[config.mk]
export PLATFORM = sky130hd
export DESIGN_NAME = rounded_rect_pixel_blender
export DESIGN_NICKNAME = d
export VERILOG_FILES = /design/src/rtl/rrpb_pkg.sv /design/src/rtl/rounded_rect_pixel_blender.sv
export SDC_FILE = /design/constraint.sdc
export NUM_CORES = 2
export LEC_CHECK = 0
export BUFFER_PORTS_ARGS = -buffer_cell sky130_fd_sc_hd__buf_2
export CORE_MARGIN = 1
export CORE_UTILIZATION = 65
export DETAILED_ROUTE_END_ITERATION = 10
export PLACE_DENSITY_LB_ADDON = 0.25
export SYNTH_ARGS = -nofsm -noshare
export SYNTH_HDL_FRONTEND = slang
export SYNTH_SLANG_ARGS = --single-unit
[constraint.sdc]
create_clock -name clk -period 36 [get_ports clk]
set_input_delay 3.6 -clock clk [delete_from_list [all_inputs] [get_ports clk]]
set_output_delay 3.6 -clock clk [all_outputs]
set_load 0.02 [all_outputs]
[src/rtl/rrpb_pkg.sv]
// Shared types and register indexes for the rounded rectangle pixel blender.
// No dependencies.
package rrpb_pkg;

    localparam int CFG_INDEX_W = 3;
    localparam int CFG_DATA_W  = 32;

    localparam logic [CFG_INDEX_W-1:0] REG_RECT_LEFT     = 3'd0;
    localparam logic [CFG_INDEX_W-1:0] REG_RECT_TOP      = 3'd1;
    localparam logic [CFG_INDEX_W-1:0] REG_RECT_WIDTH    = 3'd2;
    localparam logic [CFG_INDEX_W-1:0] REG_RECT_HEIGHT   = 3'd3;
    localparam logic [CFG_INDEX_W-1:0] REG_CORNER_RADIUS = 3'd4;
    localparam logic [CFG_INDEX_W-1:0] REG_FILL_COLOR    = 3'd5;

    typedef struct packed {
        logic signed [15:0] pixel_x;
        logic signed [15:0] pixel_y;
        logic [31:0]        dst_pixel;
    } pix_in_t;

    typedef struct packed {
        logic [31:0] out_pixel;
        logic        covered;
    } pix_out_t;

endpackage

[src/rtl/rounded_rect_pixel_blender.sv]
// Rounded rectangle coverage test with ARGB8888 source-over fill blend.
// Depends on rrpb_pkg for the beat types and register indexes.
// An input beat passes through the input register and then the result register.
// Throughput: one pixel per clock while out_stall is low; the squared-distance test and channel blend sit in one stage.
// Stall on the output reaches in_stall only when both registers hold a pixel.
// Reset clears both valid flags and loads the register reset values.
module rounded_rect_pixel_blender
(
    input  logic                             clk,
    input  logic                             rst_n,
    input  logic                             in_valid,
    output logic                             in_stall,
    input  rrpb_pkg::pix_in_t                in_data,
    output logic                             out_valid,
    input  logic                             out_stall,
    output rrpb_pkg::pix_out_t               out_data,
    input  logic                             cfg_we,
    input  logic [rrpb_pkg::CFG_INDEX_W-1:0] cfg_index,
    input  logic [rrpb_pkg::CFG_DATA_W-1:0]  cfg_data
);
    import rrpb_pkg::*;

    localparam logic [7:0] ALPHA_OPAQUE = 8'hFF;
    localparam logic [7:0] ALPHA_CLEAR  = 8'h00;

    logic signed [15:0] left_reg;
    logic signed [15:0] top_reg;
    logic [14:0]        width_reg;
    logic [14:0]        height_reg;
    logic [15:0]        radius_reg;
    logic [31:0]        fill_reg;

    logic     s1_valid_reg, s1_valid_next;
    pix_in_t  s1_data_reg;
    logic     out_valid_reg, out_valid_next;
    pix_out_t out_data_reg, out_data_next;

    logic in_beat;
    logic s1_move;

    // per-axis corner center
    function automatic logic signed [17:0] centre_of(
        input logic signed [17:0] p,
        input logic signed [17:0] lo,
        input logic signed [17:0] len,
        input logic signed [17:0] r
    );
        logic signed [17:0] c;
        begin
            priority if (p < lo + r)
            begin
                c = lo + r - 18'sd1;
            end
            else if (p >= lo + len - r)
            begin
                c = lo + len - r;
            end
            else
            begin
                c = p;
            end
            return c;
        end
    endfunction

    // (s*a + d*(255-a) + 127) / 255, divide done as shift-add (exact below 65535)
    function automatic logic [7:0] mix(
        input logic [7:0] s,
        input logic [7:0] d,
        input logic [7:0] a
    );
        logic [15:0] v;
        logic [16:0] t;
        begin
            v = {8'b0, s} * {8'b0, a} + {8'b0, d} * {8'b0, ~a} + 16'd127;
            t = {1'b0, v} + 17'd1 + {9'b0, v[15:8]};
            return t[15:8];
        end
    endfunction

    // configuration
    always_ff @(posedge clk or negedge rst_n)
    begin
        if (!rst_n)
        begin
            left_reg   <= '0;
            top_reg    <= '0;
            width_reg  <= 15'd1;
            height_reg <= 15'd1;
            radius_reg <= '0;
            fill_reg   <= '0;
        end
        else if (cfg_we)
        begin
            unique case (cfg_index)
                REG_RECT_LEFT:     left_reg   <= $signed(cfg_data[15:0]);
                REG_RECT_TOP:      top_reg    <= $signed(cfg_data[15:0]);
                REG_RECT_WIDTH:    width_reg  <= cfg_data[14:0];
                REG_RECT_HEIGHT:   height_reg <= cfg_data[14:0];
                REG_CORNER_RADIUS: radius_reg <= cfg_data[15:0];
                REG_FILL_COLOR:    fill_reg   <= cfg_data;
                default:           ;
            endcase
        end
    end

    // handshake
    assign s1_move  = s1_valid_reg && (!out_valid_reg || !out_stall);
    assign in_stall = s1_valid_reg && !s1_move;
    assign in_beat  = in_valid && !in_stall;

    always_comb
    begin
        s1_valid_next = s1_valid_reg;
        if (in_beat)
        begin
            s1_valid_next = 1'b1;
        end
        else if (s1_move)
        begin
            s1_valid_next = 1'b0;
        end
        out_valid_next = s1_move || (out_valid_reg && out_stall);
    end

    // coverage
    logic signed [17:0] x_s, y_s, left_s, top_s, w_s, h_s, r_s;
    logic signed [17:0] dx_s, dy_s;
    logic [14:0]        side_min;
    logic [13:0]        lim;
    logic [13:0]        r;
    logic [13:0]        dx_abs, dy_abs;
    logic [27:0]        dx2, dy2, rr;
    logic [28:0]        dist2;
    logic               in_box;
    logic               covered;

    assign x_s    = 18'(s1_data_reg.pixel_x);
    assign y_s    = 18'(s1_data_reg.pixel_y);
    assign left_s = 18'(left_reg);
    assign top_s  = 18'(top_reg);
    assign w_s    = $signed({3'b000, width_reg});
    assign h_s    = $signed({3'b000, height_reg});

    assign side_min = (width_reg < height_reg) ? width_reg : height_reg;
    assign lim      = side_min[14:1];
    assign r        = (radius_reg > {2'b00, lim}) ? lim : radius_reg[13:0];
    assign r_s      = $signed({4'b0000, r});

    assign in_box = (x_s >= left_s) && (x_s < left_s + w_s) &&
                    (y_s >= top_s)  && (y_s < top_s + h_s);

    assign dx_s = x_s - centre_of(x_s, left_s, w_s, r_s);
    assign dy_s = y_s - centre_of(y_s, top_s, h_s, r_s);

    // inside the box each offset is below the radius; outside it is ignored
    assign dx_abs = dx_s[17] ? 14'(-dx_s) : dx_s[13:0];
    assign dy_abs = dy_s[17] ? 14'(-dy_s) : dy_s[13:0];

    assign dx2   = dx_abs * dx_abs;
    assign dy2   = dy_abs * dy_abs;
    assign rr    = r * r;
    assign dist2 = {1'b0, dx2} + {1'b0, dy2};

    assign covered = in_box && (dist2 <= {1'b0, rr});

    // blend
    always_comb
    begin
        out_data_next.covered   = covered;
        out_data_next.out_pixel = s1_data_reg.dst_pixel;
        if (covered)
        begin
            priority if (fill_reg[31:24] == ALPHA_OPAQUE)
            begin
                out_data_next.out_pixel = fill_reg;
            end
            else if (fill_reg[31:24] == ALPHA_CLEAR)
            begin
                out_data_next.out_pixel = s1_data_reg.dst_pixel;
            end
            else
            begin
                out_data_next.out_pixel = {
                    ALPHA_OPAQUE,
                    mix(fill_reg[23:16], s1_data_reg.dst_pixel[23:16], fill_reg[31:24]),
                    mix(fill_reg[15:8],  s1_data_reg.dst_pixel[15:8],  fill_reg[31:24]),
                    mix(fill_reg[7:0],   s1_data_reg.dst_pixel[7:0],   fill_reg[31:24])
                };
            end
        end
    end

    always_ff @(posedge clk or negedge rst_n)
    begin
        if (!rst_n)
        begin
            s1_valid_reg  <= 1'b0;
            out_valid_reg <= 1'b0;
        end
        else
        begin
            s1_valid_reg  <= s1_valid_next;
            out_valid_reg <= out_valid_next;
        end
    end

    always_ff @(posedge clk)
    begin
        if (in_beat)
        begin
            s1_data_reg <= in_data;
        end
        if (s1_move)
        begin
            out_data_reg <= out_data_next;
        end
    end

    assign out_valid = out_valid_reg;
    assign out_data  = out_data_reg;

endmodule

==> results.tsv <==
stage	metric	value	unit
sta	fmax	40.8	MHz
layout	final_cell_mix	inv_1 (1071), fa_1 (725), ha_1 (707)	
detailed_routing	wl_per_cell	20.6	um
layout	layout_commonest_cell	inv_1	
worst_hold_path	hold_path.class	reg -> reg	
yosys	async_reset_ff_share	53.6	%
worst_setup_path	cp.arrival	24.82	ns
layout	fin_nets	7029	
global_routing	antenna_found_initial	7	
flow_run	max_cap_viol_count	0	
cts	htree_levels	1	
die	die_h	278	um
sta	report.final.setup_viol	0	
cts	cts_resized	0	
yosys	synth_area_leaders	fa_1 (29%), ha_1 (18%), inv_1 (8.1%)	
die	start_util	66.0	%
cts	cts_setup_buffers	0	
place	portBuffers	138	
sta	post-route-period-util	68.0	%
worst_setup_path	cp_max_fo	27	
sta	slew_headroom	5.85	%
yosys	ys_seq_area_share	11.6	%
layout	final-seq-area	5720	sq um
layout	fillerInstances	5920	
die	pin_count	139	
yosys	synth_nets	6970	
yosys	netlist_instances	5434	
worst_hold_path	hp-start	s1_valid_reg	
global_routing	grt_pass1_wl	216000	um
layout	drive_gt1_share	7.56	%
cts	ctsHoldBuffers	0	
worst_setup_path	worstSetupStartpoint	height_reg[8]	
detailed_routing	drc_errors	0	
detailed_routing	first_pass_iters	6	
run_status	status	finished clean	
detailed_routing	drt_iter0_drc	2949	
yosys	syn-cell-area	49500	sq um
sta	skew	0.0290	ns
worst_setup_path	cp_common_cell	a21oi_1	
cts	cts-root-buf	clkbuf_16	
cts	clockBufferDepth	3	
worst_setup_path	r2r_setup_slack	11.51	ns
cts	numCtsBuffers	27	
sta	setup_tns	0	ns
die	fp-row-count	100	
yosys	synth_top_area_cell	fa_1	
die	die_x	278	um
yosys	syn_avg_cell_area	9.11	sq um
global_routing	grt_pass1_vias	40000	
yosys	synth_edf_count	97	
die	die-area	77300	sq um
sta	hold_viol_final	0	
cts	cts_tree	yes	
worst_setup_path	cpPeakStageDelay	0.81	ns
yosys	yosysWarnings	0	
sta	tightest_slew	1.38	ns
worst_setup_path	cp-start-kind	flop	
place	place.gp.congestion	0.969	
worst_setup_path	r2r-start	height_reg[8]	
layout	largest_register_ff_count	64	
yosys	yosysTopAreaCellShare	29.3	%
cts	clkSlewWorstSetupHoldPaths	0.06	ns
worst_setup_path	crit_path_end_kind	flop	
cts	clock_latency	0.61	ns
global_routing	grt_use_total	35.8	%
global_routing	grt_max_degree	65	
yosys	yosysUniqueCellTypes	102	
worst_setup_path	worst_path_max_delay_cell	xor2_1	
detailed_routing	wl	134000	um
sta	rsz0062_at_grt	no	
detailed_routing	viasPerCell	5.91	
yosys	synthFlopType	dfrtp_1	
place	dp_hpwl	109000	um
worst_setup_path	cp_data_required_time	36.33	ns
cts	clock_sinks	209	
detailed_routing	ant_nets	0	
sta	maxSlewViolCount	0	
layout	multiInputGateArea	39100	sq um
global_routing	overflow	0	
die	core-area	74900	sq um
layout	area_growth	5.43	%
sta	final.min_clock_period	24.49	ns
worst_setup_path	criticalPathCategory	reg -> reg	
detailed_routing	num_vias	38400	
yosys	synth-seq-cells	209	
-- metal layers --
layer / part of all wire (%) / wire [um] / track usage (%)
met1: 42 / 55600 / 48.0
met5: 0.0082 / 11 / 0
met4: 4.5 / 6020 / 14.4
met3: 7.9 / 10500 / 5.43
met2: 46 / 61800 / 58.2
-- critical path, delay by kind of cell, from the launching register on --
kind / cells / cell delay [ns]
AOI/OAI and AO/OA: 53 / 10.44
adders and majority gates: 16 / 5.94
and+or+nand+nor: 15 / 4.53
buffers and inverters: 7 / 1.12
xor gates and xnor gates: 3 / 1.07
muxes: 3 / 0.70
DFF: 1 / 0.40
-- Yosys cell counts, types with 22 or more instances --
cell,instances
nand2_1,358
ha_1,707
edfxtp_1,97
inv_1,1071
a21o_1,107
a21oi_1,194
mux2_2,84
o21ai_0,162
nand4_1,28
nand3_1,49
nor2b_1,111
clkbuf_1,110
o21bai_1,47
mux2i_1,24
buf_1,26
and3_1,24
dfrtp_1,110
o21a_1,25
xor2_1,72
xnor2_1,199
fa_1,725
or2_2,24
and2_1,114
or2_1,22
a211oi_1,22
nor3_1,45
nor2_1,352
nand2b_1,178
-- final cells by class --
cell class / count / area share (%)
Multi-Input combinational cell: 3980 / 75.0
Sequential cell: 209 / 11.0
Inverter: 1088 / 7.83
Tap cell: 969 / 2.32
Timing Repair Buffer: 187 / 2.03
Clock buffer: 32 / 1.37
Clock inverter: 18 / 0.453
Antenna cell: 7 / 0.0336
-- final timing paths --
kind,endpoint,cells past startpoint
setup / recovery,out_data[14],97
hold / removal,out_valid,1
setup reg to reg,out_data[14],97
hold reg to reg,out_valid,1
max in group asynchronous,fill_reg[28],2
min in group asynchronous,height_reg[4],1
-- cell families (layout without fill, tap and decap cells) --
kind of cell               count (synthesis)  count (layout)  share of synthesized area (%)
xor gates and xnor gates                 280             280                           5.09
and+or+nand+nor                         1383            1383                           13.9
AOI/OAI and AO/OA                        773             773                           10.2
buffers and inverters                   1245            1325                           9.53
muxes                                    110             110                           2.45
other                                      0               7                              0
DFF                                      209             209                           11.6
adders and majority gates               1434            1434                           47.2
-- through the flow --
stage          cells  setup WS, ns  util, %  instance area, sq um  hold slack [ns]
2_1_floorplan   5434         15.63        -                 49500            0.443
3_3_place_gp    6433         12.76     68.3                 51200            0.463
3_5_place_dp    6433         12.03     68.3                 51200            0.473
4_1_cts         6483         11.98     69.6                 52200            0.486
5_1_grt         6489          9.72     69.6                 52200            0.512
6_report        6490         11.51     69.6                 52200            0.487
Power is left out: the tool's default activity adds up to more than one toggle a clock period on the data nets, which glitch-free logic cannot reach.
